`src/design/rcd_pkg.sv`:
```
// rcd_pkg: shared constants and types for the rsa crt decrypt block
// no dependencies
package rcd_pkg;

	localparam int PRIME_BITS_DEF = 32;
	localparam int DATA_W         = 64;
	localparam int REG_W          = 32;
	localparam int REG_IDX_W      = 2;

	localparam logic [REG_IDX_W-1:0] REG_PRIME_P = 2'd0;
	localparam logic [REG_IDX_W-1:0] REG_PRIME_Q = 2'd1;
	localparam logic [REG_IDX_W-1:0] REG_EXP_D   = 2'd2;

	localparam logic [REG_W-1:0]  RST_PRIME_P = 32'd61;
	localparam logic [REG_W-1:0]  RST_PRIME_Q = 32'd53;
	localparam logic [DATA_W-1:0] RST_EXP_D   = 64'd2753;

	typedef struct packed {
		logic busy;
		logic bad;
	} kg_stat_t;

endpackage

```
`src/design/rsa_crt_decrypt.sv`:
```
// rsa_crt_decrypt: rsa decryption of one 64-bit word by the chinese remainder theorem
// depends on rcd_pkg, rcd_modred, rcd_modmul, rcd_keygen
//
// usage: write prime_p (index 0), prime_q (index 1) and private_exponent (index 2)
// through wr_en / wr_index / wr_data. each write reruns the key setup (euclid on
// p and q plus two reductions of d), during which busy is high.
// a word is taken when start is high and busy is low. the result shows on
// plain_block and key_error for one cycle with done high; it cannot be held off.
// per word, for each prime: c is reduced mod that prime, then raised to the
// reduced exponent by modular multiplies, up to two multiplies per exponent bit;
// then m2 mod p is reduced, and one multiply and a shift-add rebuild the
// word. all multiplies go through the single bit-serial modular
// multiplier. one word at a time.
// a key with p or q below two, or with p and q sharing a factor, answers in the
// next cycle with key_error high and plain_block zero.
// reset loads p = 61, q = 53, d = 2753 and starts the key setup.
module rsa_crt_decrypt import rcd_pkg::*; #(
	parameter int PRIME_BITS = PRIME_BITS_DEF
) (
	input  logic                 clk,
	input  logic                 arst_n,
	input  logic                 start,
	output logic                 busy,
	input  logic [DATA_W-1:0]    cipher_block,
	output logic                 done,
	output logic [DATA_W-1:0]    plain_block,
	output logic                 key_error,
	input  logic                 wr_en,
	input  logic [REG_IDX_W-1:0] wr_index,
	input  logic [DATA_W-1:0]    wr_data
);

	localparam int PB = PRIME_BITS;
	localparam int CW = $clog2(PB + 1);

	typedef enum logic [3:0] {
		T_IDLE, T_RED, T_PBIT, T_PW1, T_PW2, T_M2P, T_H, T_COMB, T_FIN
	} tstate_t;

	logic [REG_W-1:0]  p_reg_q, q_reg_q;
	logic [DATA_W-1:0] d_reg_q;
	logic [PB-1:0]     p, q;
	logic [PB-1:0]     exp_p, exp_q, inv_qp;
	kg_stat_t          kst;

	tstate_t           state_q;
	logic              phase_q;
	logic [DATA_W-1:0] c_q, acc_q, plain_q;
	logic [PB-1:0]     base_q, r_q, e_q, m1_q, m2_q, h_q;
	logic [CW-1:0]     cnt_q;
	logic              done_q, err_q;
	logic              rd_go_q, mm_go_q;
	logic [DATA_W-1:0] rd_num_q;
	logic [PB-1:0]     rd_mod_q, mm_a_q, mm_b_q, mm_m_q;
	logic              rd_done, mm_done;
	logic [PB-1:0]     rd_rem, mm_res, pm;
	logic [PB:0]       diff;

	assign p = p_reg_q[PB-1:0];
	assign q = q_reg_q[PB-1:0];

	// config registers
	always_ff @(posedge clk or negedge arst_n) begin
		if (!arst_n) begin
			p_reg_q <= RST_PRIME_P;
			q_reg_q <= RST_PRIME_Q;
			d_reg_q <= RST_EXP_D;
		end else if (wr_en) begin
			unique case (wr_index)
				REG_PRIME_P: p_reg_q <= wr_data[REG_W-1:0];
				REG_PRIME_Q: q_reg_q <= wr_data[REG_W-1:0];
				REG_EXP_D:   d_reg_q <= wr_data;
				default: begin
				end
			endcase
		end
	end

	rcd_keygen #(.PB(PB)) u_keygen (
		.clk(clk), .arst_n(arst_n), .restart(wr_en), .p(p), .q(q), .d(d_reg_q),
		.exp_p(exp_p), .exp_q(exp_q), .inv_qp(inv_qp), .stat(kst)
	);

	rcd_modred #(.PB(PB)) u_red (
		.clk(clk), .arst_n(arst_n), .flush(1'b0), .go(rd_go_q),
		.num(rd_num_q), .modulus(rd_mod_q), .done(rd_done), .rem(rd_rem)
	);

	rcd_modmul #(.PB(PB)) u_mul (
		.clk(clk), .arst_n(arst_n), .go(mm_go_q), .a(mm_a_q), .b(mm_b_q),
		.m(mm_m_q), .done(mm_done), .res(mm_res)
	);

	assign pm   = phase_q ? q : p;
	assign diff = (m1_q >= rd_rem) ? ({1'b0, m1_q} - {1'b0, rd_rem})
		: ({1'b0, m1_q} + {1'b0, p} - {1'b0, rd_rem});

	always_ff @(posedge clk or negedge arst_n) begin
		if (!arst_n) begin
			state_q <= T_IDLE;
			phase_q <= 1'b0;
			done_q  <= 1'b0;
			err_q   <= 1'b0;
			plain_q <= '0;
			rd_go_q <= 1'b0;
			mm_go_q <= 1'b0;
			cnt_q   <= '0;
		end else begin
			done_q  <= 1'b0;
			rd_go_q <= 1'b0;
			mm_go_q <= 1'b0;
			unique case (state_q)
				T_IDLE: begin
					if (start && !kst.busy) begin
						if (kst.bad) begin
							done_q  <= 1'b1;
							plain_q <= '0;
							err_q   <= 1'b1;
						end else begin
							c_q      <= cipher_block;
							phase_q  <= 1'b0;
							rd_go_q  <= 1'b1;
							rd_num_q <= cipher_block;
							rd_mod_q <= p;
							state_q  <= T_RED;
						end
					end
				end
				T_RED: begin
					if (rd_done) begin
						base_q  <= rd_rem;
						r_q     <= PB'(1);
						e_q     <= phase_q ? exp_q : exp_p;
						state_q <= T_PBIT;
					end
				end
				T_PBIT: begin
					if (e_q == '0) begin
						rd_go_q  <= 1'b1;
						if (!phase_q) begin
							m1_q     <= r_q;
							phase_q  <= 1'b1;
							rd_num_q <= c_q;
							rd_mod_q <= q;
							state_q  <= T_RED;
						end else begin
							m2_q     <= r_q;
							rd_num_q <= DATA_W'(r_q);
							rd_mod_q <= p;
							state_q  <= T_M2P;
						end
					end else if (e_q[0]) begin
						mm_go_q <= 1'b1;
						mm_a_q  <= r_q;
						mm_b_q  <= base_q;
						mm_m_q  <= pm;
						state_q <= T_PW1;
					end else begin
						mm_go_q <= 1'b1;
						mm_a_q  <= base_q;
						mm_b_q  <= base_q;
						mm_m_q  <= pm;
						state_q <= T_PW2;
					end
				end
				T_PW1: begin
					if (mm_done) begin
						r_q     <= mm_res;
						mm_go_q <= 1'b1;
						mm_a_q  <= base_q;
						mm_b_q  <= base_q;
						mm_m_q  <= pm;
						state_q <= T_PW2;
					end
				end
				T_PW2: begin
					if (mm_done) begin
						base_q  <= mm_res;
						e_q     <= e_q >> 1;
						state_q <= T_PBIT;
					end
				end
				T_M2P: begin
					if (rd_done) begin
						mm_go_q <= 1'b1;
						mm_a_q  <= diff[PB-1:0];
						mm_b_q  <= inv_qp;
						mm_m_q  <= p;
						state_q <= T_H;
					end
				end
				T_H: begin
					if (mm_done) begin
						h_q     <= mm_res;
						acc_q   <= '0;
						cnt_q   <= CW'(PB);
						state_q <= T_COMB;
					end
				end
				T_COMB: begin
					// x = m2 + q * h, shift-add msb first
					acc_q <= {acc_q[DATA_W-2:0], 1'b0}
						+ (h_q[PB-1] ? DATA_W'(q) : DATA_W'(0));
					h_q   <= {h_q[PB-2:0], 1'b0};
					cnt_q <= cnt_q - CW'(1);
					if (cnt_q == CW'(1)) begin
						state_q <= T_FIN;
					end
				end
				T_FIN: begin
					plain_q <= acc_q + DATA_W'(m2_q);
					err_q   <= 1'b0;
					done_q  <= 1'b1;
					state_q <= T_IDLE;
				end
				default: state_q <= T_IDLE;
			endcase
		end
	end

	assign busy        = (state_q != T_IDLE) || kst.busy;
	assign done        = done_q;
	assign plain_block = plain_q;
	assign key_error   = err_q;

endmodule

```
`src/design/rcd_modred.sv`:
```
// rcd_modred: bit-serial remainder of a 64-bit word by a narrow modulus
// one dividend bit per cycle, depends on rcd_pkg
module rcd_modred import rcd_pkg::*; #(
	parameter int PB = PRIME_BITS_DEF
) (
	input  logic              clk,
	input  logic              arst_n,
	input  logic              flush,
	input  logic              go,
	input  logic [DATA_W-1:0] num,
	input  logic [PB-1:0]     modulus,
	output logic              done,
	output logic [PB-1:0]     rem
);

	localparam int CW = $clog2(DATA_W + 1);

	logic [DATA_W-1:0] sh_q;
	logic [PB-1:0]     m_q;
	logic [PB-1:0]     r_q;
	logic [CW-1:0]     cnt_q;
	logic              run_q;
	logic              done_q;
	logic [PB:0]       t;
	logic [PB:0]       t2;

	assign t  = {r_q, sh_q[DATA_W-1]};
	assign t2 = (t >= {1'b0, m_q}) ? (t - {1'b0, m_q}) : t;

	always_ff @(posedge clk or negedge arst_n) begin
		if (!arst_n) begin
			run_q  <= 1'b0;
			done_q <= 1'b0;
			cnt_q  <= '0;
		end else begin
			done_q <= 1'b0;
			if (flush) begin
				run_q <= 1'b0;
			end else if (go) begin
				sh_q  <= num;
				m_q   <= modulus;
				r_q   <= '0;
				cnt_q <= CW'(DATA_W);
				run_q <= 1'b1;
			end else if (run_q) begin
				sh_q  <= {sh_q[DATA_W-2:0], 1'b0};
				r_q   <= t2[PB-1:0];
				cnt_q <= cnt_q - CW'(1);
				if (cnt_q == CW'(1)) begin
					run_q  <= 1'b0;
					done_q <= 1'b1;
				end
			end
		end
	end

	assign done = done_q;
	assign rem  = r_q;

endmodule

```
`src/design/rcd_modmul.sv`:
```
// rcd_modmul: bit-serial modular multiplier, a * b mod m with a, b below m
// one multiplier bit per cycle, depends on rcd_pkg
module rcd_modmul import rcd_pkg::*; #(
	parameter int PB = PRIME_BITS_DEF
) (
	input  logic          clk,
	input  logic          arst_n,
	input  logic          go,
	input  logic [PB-1:0] a,
	input  logic [PB-1:0] b,
	input  logic [PB-1:0] m,
	output logic          done,
	output logic [PB-1:0] res
);

	localparam int CW = $clog2(PB + 1);

	logic [PB-1:0] a_q;
	logic [PB-1:0] b_q;
	logic [PB-1:0] m_q;
	logic [PB-1:0] r_q;
	logic [CW-1:0] cnt_q;
	logic          run_q;
	logic          done_q;
	logic [PB:0]   dbl;
	logic [PB:0]   dbl_r;
	logic [PB:0]   sum;
	logic [PB:0]   sum_r;

	assign dbl   = {r_q, 1'b0};
	assign dbl_r = (dbl >= {1'b0, m_q}) ? (dbl - {1'b0, m_q}) : dbl;
	assign sum   = dbl_r + {1'b0, a_q};
	assign sum_r = (sum >= {1'b0, m_q}) ? (sum - {1'b0, m_q}) : sum;

	always_ff @(posedge clk or negedge arst_n) begin
		if (!arst_n) begin
			run_q  <= 1'b0;
			done_q <= 1'b0;
			cnt_q  <= '0;
		end else begin
			done_q <= 1'b0;
			if (go) begin
				a_q   <= a;
				b_q   <= b;
				m_q   <= m;
				r_q   <= '0;
				cnt_q <= CW'(PB);
				run_q <= 1'b1;
			end else if (run_q) begin
				b_q   <= {b_q[PB-2:0], 1'b0};
				r_q   <= b_q[PB-1] ? sum_r[PB-1:0] : dbl_r[PB-1:0];
				cnt_q <= cnt_q - CW'(1);
				if (cnt_q == CW'(1)) begin
					run_q  <= 1'b0;
					done_q <= 1'b1;
				end
			end
		end
	end

	assign done = done_q;
	assign res  = r_q;

endmodule

```
`src/design/rcd_keygen.sv`:
```
// rcd_keygen: per-key values, exponents reduced mod p-1 and q-1, inverse of q mod p
// bit-serial euclid with quotient times t folded in, depends on rcd_pkg, rcd_modred
module rcd_keygen import rcd_pkg::*; #(
	parameter int PB = PRIME_BITS_DEF
) (
	input  logic              clk,
	input  logic              arst_n,
	input  logic              restart,
	input  logic [PB-1:0]     p,
	input  logic [PB-1:0]     q,
	input  logic [DATA_W-1:0] d,
	output logic [PB-1:0]     exp_p,
	output logic [PB-1:0]     exp_q,
	output logic [PB-1:0]     inv_qp,
	output kg_stat_t          stat
);

	localparam int CW = $clog2(PB + 1);

	typedef enum logic [2:0] {
		K_IDLE, K_START, K_QMP, K_EUC, K_DIV, K_UPD, K_EP, K_EQ
	} kstate_t;

	kstate_t           state_q;
	logic [PB-1:0]     r0_q, r1_q, t0_q, t1_q, sh_q, rm_q, acc_q;
	logic [PB-1:0]     exp_p_q, exp_q_q, inv_q;
	logic [CW-1:0]     cnt_q;
	logic              bad_q;
	logic              rd_go_q;
	logic [DATA_W-1:0] rd_num_q;
	logic [PB-1:0]     rd_mod_q;
	logic              rd_done;
	logic [PB-1:0]     rd_rem;
	logic [PB:0]       rt, rt_r, adbl, adbl_r, asum, asum_r, tsub;
	logic              qbit;

	rcd_modred #(.PB(PB)) u_red (
		.clk(clk), .arst_n(arst_n), .flush(restart), .go(rd_go_q),
		.num(rd_num_q), .modulus(rd_mod_q), .done(rd_done), .rem(rd_rem)
	);

	assign rt     = {rm_q, sh_q[PB-1]};
	assign qbit   = (rt >= {1'b0, r1_q});
	assign rt_r   = qbit ? (rt - {1'b0, r1_q}) : rt;
	assign adbl   = {acc_q, 1'b0};
	assign adbl_r = (adbl >= {1'b0, p}) ? (adbl - {1'b0, p}) : adbl;
	assign asum   = adbl_r + {1'b0, t1_q};
	assign asum_r = (asum >= {1'b0, p}) ? (asum - {1'b0, p}) : asum;
	assign tsub   = (t0_q >= acc_q) ? ({1'b0, t0_q} - {1'b0, acc_q})
		: ({1'b0, t0_q} + {1'b0, p} - {1'b0, acc_q});

	always_ff @(posedge clk or negedge arst_n) begin
		if (!arst_n) begin
			state_q <= K_START;
			bad_q   <= 1'b1;
			rd_go_q <= 1'b0;
			cnt_q   <= '0;
		end else begin
			rd_go_q <= 1'b0;
			if (restart) begin
				state_q <= K_START;
			end else begin
				unique case (state_q)
					K_IDLE: begin
					end
					K_START: begin
						if (p < PB'(2) || q < PB'(2)) begin
							bad_q   <= 1'b1;
							state_q <= K_IDLE;
						end else begin
							rd_go_q  <= 1'b1;
							rd_num_q <= DATA_W'(q);
							rd_mod_q <= p;
							state_q  <= K_QMP;
						end
					end
					K_QMP: begin
						if (rd_done) begin
							r0_q    <= p;
							r1_q    <= rd_rem;
							t0_q    <= '0;
							t1_q    <= PB'(1);
							state_q <= K_EUC;
						end
					end
					K_EUC: begin
						if (r1_q == '0) begin
							if (r0_q == PB'(1)) begin
								inv_q    <= t0_q;
								rd_go_q  <= 1'b1;
								rd_num_q <= d;
								rd_mod_q <= p - PB'(1);
								state_q  <= K_EP;
							end else begin
								bad_q   <= 1'b1;
								state_q <= K_IDLE;
							end
						end else begin
							sh_q    <= r0_q;
							rm_q    <= '0;
							acc_q   <= '0;
							cnt_q   <= CW'(PB);
							state_q <= K_DIV;
						end
					end
					K_DIV: begin
						sh_q  <= {sh_q[PB-2:0], 1'b0};
						rm_q  <= rt_r[PB-1:0];
						acc_q <= qbit ? asum_r[PB-1:0] : adbl_r[PB-1:0];
						cnt_q <= cnt_q - CW'(1);
						if (cnt_q == CW'(1)) begin
							state_q <= K_UPD;
						end
					end
					K_UPD: begin
						r0_q    <= r1_q;
						r1_q    <= rm_q;
						t0_q    <= t1_q;
						t1_q    <= tsub[PB-1:0];
						state_q <= K_EUC;
					end
					K_EP: begin
						if (rd_done) begin
							exp_p_q  <= rd_rem;
							rd_go_q  <= 1'b1;
							rd_num_q <= d;
							rd_mod_q <= q - PB'(1);
							state_q  <= K_EQ;
						end
					end
					K_EQ: begin
						if (rd_done) begin
							exp_q_q <= rd_rem;
							bad_q   <= 1'b0;
							state_q <= K_IDLE;
						end
					end
					default: state_q <= K_IDLE;
				endcase
			end
		end
	end

	assign exp_p     = exp_p_q;
	assign exp_q     = exp_q_q;
	assign inv_qp    = inv_q;
	assign stat.busy = (state_q != K_IDLE) || restart;
	assign stat.bad  = bad_q;

endmodule
```
`config.mk`:
```
export PLATFORM = sky130hd
export DESIGN_NAME = rsa_crt_decrypt
export DESIGN_NICKNAME = d
export VERILOG_FILES = /design/src/design/rcd_pkg.sv /design/src/design/rsa_crt_decrypt.sv /design/src/design/rcd_modred.sv /design/src/design/rcd_modmul.sv /design/src/design/rcd_keygen.sv
export SDC_FILE = /design/constraint.sdc
export NUM_CORES = 2
export LEC_CHECK = 0
export BUFFER_PORTS_ARGS = -buffer_cell sky130_fd_sc_hd__buf_2
export CORE_MARGIN = 3
export CORE_UTILIZATION = 57
export CTS_CLUSTER_DIAMETER = 150
export DETAILED_ROUTE_END_ITERATION = 10
export GPL_ROUTABILITY_DRIVEN = 1
export PLACE_DENSITY_LB_ADDON = 0.15
export SYNTH_ARGS = -nofsm -noshare
export SYNTH_HDL_FRONTEND = slang
export SYNTH_SLANG_ARGS = --single-unit
export TNS_END_PERCENT = 5
```
`constraint.sdc`:
```
create_clock -name clk -period 11.29 [get_ports clk]
set_input_delay 0.5645 -clock clk [delete_from_list [all_inputs] [get_ports clk]]
set_output_delay 0.5645 -clock clk [all_outputs]
set_load 0.01 [all_outputs]
```
Word-level counts from Yosys, hierarchy flattened
Index checks and enable logic that the tools add are counted.
- register bits: 1556
- bits of input ports: 134
- output and inout bits: 67
- add/sub/neg operators: 24
- order comparisons: 11
- equality and inequality tests: 47
- mux-type cells: 162
- bitwise gates (word level): 3
- reductions and logical operators: 56
- operators with widths (kind ; number):
    two-way mux 32 bit ; 45
    two-way mux 64 bit ; 15
    case mux 32 bit (2 select lines) ; 12
    case mux 32 bit (3 select lines) ; 4
    case mux 64 bit (2 select lines) ; 3
    subtractor 32 bit ; 9
    >= comparator 33 x 32 -> 1 bit ; 7
    case mux 64 bit (3 select lines) ; 1
    adder 64 x 32 -> 64 bit ; 2
    adder 33 x 32 -> 33 bit ; 2
    two-way mux 33 bit ; 2
    subtractor 33 x 32 -> 33 bit ; 2
    adder 32 bit ; 2
    >= comparator 32 bit ; 2
    zero test 32 bit ; 2
    less-than comparator 32 x 2 -> 1 bit, second input constant ; 2
    subtractor 32 x 1 -> 32 bit, second input constant ; 2
    two-way mux 1 bit ; 42
    AND reduction 4 bit ; 10
    two-way mux 4 bit ; 9
    == test 32 x 1 -> 1 bit, second input constant ; 1
    case mux 4 bit (8 select lines) ; 1
    two-way mux 7 bit ; 4
    two-way mux 3 bit ; 9
    other kinds (39) ; 113

Logic depth before layout (Yosys ltp)
- depth in word-level cells: 7
- mapped depth: 38

Hierarchy
From an unflattened synthesis, not the netlist that was laid out.
- cell total of the unflattened synthesis: 8797
- area, all modules: 92784.0 um^2
- modules (own cells, without submodules) (module ; times used ; cells each ; area an instance (um^2)):
    rsa_crt_decrypt ; 1 ; 3434 ; 37499.7
    rcd_keygen ; 1 ; 3027 ; 29419.5
    rcd_modred ; 2 ; 599 ; 7489.7
    rcd_modmul ; 1 ; 1138 ; 10885.4

Least setup slack after synthesis
Ideal clock, no wire load.
- path type: register to register
- start: register state_q[2]
- end: register mm_a_q[0], enable pin
- arrival time: 8827 ps
- data required time: 10567 ps
- path slack: 1740 ps
- stages on the path, launching flop included: 6
- path buffers: 2
- cell sequence: dfrtp_1 > clkbuf_1 > nor2b_1 > nand3b_1 > clkbuf_1 > a311oi_1
- longest elaborated chain between the ends: 3
- elaborated cells on any way between the ends: 8
- ends and longest elaborated chain (element ; line ; RTL):
    start, declared ; rsa_crt_decrypt.sv:46 ; tstate_t state_q;
    start signal, assigned ; rsa_crt_decrypt.sv:100 ; state_q <= T_IDLE;
    start signal, assigned ; rsa_crt_decrypt.sv:125 ; state_q <= T_RED;
    start signal, assigned ; rsa_crt_decrypt.sv:134 ; state_q <= T_PBIT;
    == test 4 x 2 -> 1 bit / == test 4 x 3 -> 1 bit (equally long branches) ; rsa_crt_decrypt.sv:112 ; unique case (state_q)
    inequality test 2 bit (no line), or another cell as far along ; n/a ;
    AND reduction 5 bit (no line) (*) ; n/a ;
    end signal, assigned ; rsa_crt_decrypt.sv:154 ; mm_a_q <= r_q;
    end signal, assigned ; rsa_crt_decrypt.sv:160 ; mm_a_q <= base_q;
    end signal, assigned ; rsa_crt_decrypt.sv:170 ; mm_a_q <= base_q;
    end, declared ; rsa_crt_decrypt.sv:54 ; logic [PB-1:0] rd_mod_q, mm_a_q, mm_b_q, mm_m_q;
Mark *: on every way between the ends. The rest lies on a longest branch, timed or not.
A chain may end at the register's enable or synchronous reset.

Worst setup path in the final report
- start: register p_reg_q[3], in the netlist p[3]
- end: register u_keygen.acc_q[1], data pin
- longest elaborated chain between the ends: 7
- elaborated cells on any way between the ends: 9
- ends and longest elaborated chain (element ; line ; RTL):
    start, declared ; rsa_crt_decrypt.sv:40 ; logic [REG_W-1:0] p_reg_q, q_reg_q;
    start signal, assigned ; rsa_crt_decrypt.sv:70 ; REG_PRIME_P: p_reg_q <= wr_data[REG_W-1:0];
    subtractor 33 x 32 -> 33 bit / >= comparator 33 x 32 -> 1 bit (equally long branches) ; rcd_keygen.sv:46 ; assign adbl_r = (adbl >= {1'b0, p}) ? (adbl - {1'b0, p}) : adbl;
    two-way mux 33 bit ; rcd_keygen.sv:46 ;
    adder 33 x 32 -> 33 bit ; rcd_keygen.sv:47 ; assign asum = adbl_r + {1'b0, t1_q};
    >= comparator 33 x 32 -> 1 bit / subtractor 32 bit (equally long branches) ; rcd_keygen.sv:48 ; assign asum_r = (asum >= {1'b0, p}) ? (asum - {1'b0, p}) : asum;
    two-way mux 32 bit ; rcd_keygen.sv:48 ;
    two-way mux 32 bit (*) ; rcd_keygen.sv:109 ; acc_q <= qbit ? asum_r[PB-1:0] : adbl_r[PB-1:0];
    case mux 32 bit (2 select lines) (*) ; rcd_keygen.sv:63 ; unique case (state_q)
    end signal, assigned ; rcd_keygen.sv:109 ;
    end, declared ; rcd_keygen.sv:25 ; logic [PB-1:0] r0_q, r1_q, t0_q, t1_q, sh_q, rm_q, acc_q;
Marks and branches as above.

==> run metrics <==
core area about 0.16 mm²; commonest non-fill, non-tap cell in the layout edfxtp_1; Vias between 70000 and 80000; Top Layer Used met5; Layout Nets 9655; CP Launch Type register; CP Class register to register; drt drc 0; setup TNS 0 ns; Die W a little over 400 µm; slowest CP cell nor2_2; met2 WL 136.3 mm; Initial Util between 50% and 60%; met3 wire len between 30 and 40 mm; yosys synthesis warning count 0; worst reg-to-reg path cell count 29; worst-margin pin slew around 1.3 ns; CP peak stage delay 0.73 ns; Mapped Area a little over 0.09 mm²; Netlist cell types 104; deepest clock path buffer count 3; first-pass GRT wire length between 400 and 500 mm; GRT Total Usage between 30% and 40%; Bufs and invs on worst path 1; Num CTS Buffers approximately 170; Rows between 100 and 150; Worst path depth 29; router iterations before antenna repair 6; Post-Syn Instances ~8700; Final Wtd Congestion 1.024; Final Hold Viols 0; status finished, final reports clean; antenna violations before repair 50; min cycle time layout about 9.4 ns; final instance area slightly above 0.1 mm²; pwr/cell area 292.2 mW/mm²; #FFs+latches synth 1556; Reg clk slew, reported paths roughly 0.070 ns; Avg Inst Size Synth roughly 11 µm²; part of the cycle the worst path needs 83.35%; met1 WL roughly 130 mm; WL final between 300 and 400 mm; CTS tree built; # H-tree levels 4; crit end category register; initial DRC count 8583; Overflow after GRT 0; Post CTS Setup Buffer Count 0; HP Class input port to register; hpwl dp 225.4 mm; CTS root buffer clkbuf_16; worst skew pair latency around 0.85 ns; most frequent cells in the layout 1312 x edfxtp_1, 1000 x nand2_1, 597 x o21ai_0; Syn Nets around 9400; CTS Sinks between 1500 and 2000; Layout Skew 0.07136 ns; Avg WL per Cell approximately 28 µm; DRT antenna net count 0; Req. time, crit path about 12 ns; PortBufs 200; share of post-route cells with drive strength above 1 between 10% and 20%; largest net degree at the start of global routing 96; WP data arrival roughly 9.9 ns; Hold Crit Depth 3; ys flop type edfxtp_1; Critical Path Most Common Cell a21oi_1; Seq/Total Area, Yosys around half; num ports between 200 and 250; normalized max-slew margin 9.343%; RSZ-0062 raised after global routing no; Max VDD drop between 0.3 and 0.4 mV; asr flop ratio synth 15.68%; crit-path max FO 32; Pleak 40.79 nW; FMAX about 0.11 GHz; Chip Height 406.5 µm; final setup violating endpoints 0; Pins Over Slew Limit 0; die area about 0.17 mm²; vias per std cell 6.359; vias in the first global route about 67000; Layout area overhead 11.42%; placed instance area approximately 0.095 mm²; maxcap violations 0; Post-synth EDFFs about 1300; delay-heaviest family, CP compound AO/OA/AOI/OAI gates
## worst min-delay path: cells and delay by family
family          cells  cell delay, ns
buf+inv             1            0.15
simple gates        1            0.06
compound gates      1            0.06
## per-stage QoR
| stage | utilization, % | setup slack (ns) | hold slack [ns] | instances | total power (W) |
|---|---|---|---|---|---|
| 2_1_floorplan | - | 1.740 | 0.2689 | 8695 | 0.01937 |
| 3_3_place_gp | 59.78 | 2.177 | 0.4011 | 10756 | 0.02351 |
| 3_5_place_dp | 59.78 | 2.082 | 0.4054 | 10756 | 0.02363 |
| 4_1_cts | 64.06 | 2.044 | 0.002202 | 11176 | 0.02945 |
| 5_1_grt | 64.07 | 1.199 | 0.01953 | 11181 | 0.03143 |
| 6_report | 64.10 | 1.880 | 0.03883 | 11201 | 0.02977 |
## cell families after synthesis
group	after synthesis	share of synthesized area, %
AOI/OAI and AO/OA	2131	14.65
buffers and inverters	921	3.840
and+or+nand+nor	2518	12.64
adders and majority gates	563	8.320
DFF	1556	49.79
muxes	478	5.682
xor gates and xnor gates	528	5.078
## synthesized netlist by cell type, types with 32 or more instances
library cell | instances | area [µm²]
fa_1 | 75 | 1501
o22ai_1 | 44 | 275.3
mux2i_1 | 153 | 1531
o21bai_1 | 69 | 518.0
and3_1 | 65 | 406.6
mux2_2 | 323 | 3637
nand3_1 | 126 | 630.6
nand2_1 | 1003 | 3765
nor2_1 | 596 | 2237
xor2_1 | 185 | 1620
nand2b_1 | 92 | 575.6
dfrtp_1 | 228 | 5705
clkbuf_1 | 303 | 1137
inv_1 | 560 | 2102
nor4_1 | 60 | 375.4
nand4_1 | 66 | 412.9
a31oi_1 | 53 | 331.6
buf_1 | 32 | 120.1
o21a_1 | 76 | 570.6
nor3_1 | 154 | 770.7
a211oi_1 | 93 | 698.2
a21oi_1 | 588 | 2943
ha_1 | 488 | 6106
xnor2_1 | 342 | 2995
o21ai_0 | 597 | 2988
a21o_1 | 243 | 1824
and2_1 | 148 | 925.9
or3_1 | 40 | 250.2
edfxtp_1 | 1312 | 39400
nor2b_1 | 61 | 381.6
## sequential cells by signal, summed over array words and instances (netlist names), 64 cells and up
signal	count
acc_q	64
u_keygen.u_red.sh_q	64
d_reg_q	64
c_q	64
plain_block	64
u_red.sh_q	64
u_keygen.rd_num_q	64
rd_num_q	64
## power by group
group	switching (W)	internal, W	leakage (nW)
clock	0.00249	0.00327	2.75
combinational	0.00971	0.00621	23.1
sequential	0.000709	0.00737	15.0
## final timing paths
check	from	to	slack [ns]
min in group asynchronous	arst_n	plain_block[43]$_DFFE_PN0P_	0.24
setup / recovery	p[3]$_DFFE_PN1P_	u_keygen.acc_q[1]$_SDFFCE_PN0P_	1.88
setup reg to reg	p[3]$_DFFE_PN1P_	u_keygen.acc_q[1]$_SDFFCE_PN0P_	1.88
hold / removal	wr_data[19]	p[19]$_DFFE_PN0P_	0.04
hold reg to reg	mm_a_q[18]$_DFFE_PP_	u_mul.a_q[18]$_DFFE_PP_	0.37
max in group asynchronous	arst_n	p[1]$_DFFE_PN0P_	8.24
## area by class of cell
cell class                 instances  area [µm²]
fill                           12770       57050
sequential                      1556       45540
multi-input combinational       6218       42650
clock buffer                     237        4654
timing repair buffer             451        3156
tap                             2072        2592
inverter                         563        2113
clock inverter                    79        1114
antenna                           25       62.56
## repair_timing
item / in CTS / in global routing
hold endpoints to repair: 143 / 0
hold buffers: 104 / 0
gates resized for setup: 0 / 0
## layer usage
metal,GRT usage [%],vias to the layer above
met1,51.05,34871
met2,55.53,3608
met4,18.27,12
li1,-,32071
met5,0,-
met3,8.124,663
No activity file was read; power rests on OpenSTA's default activity.
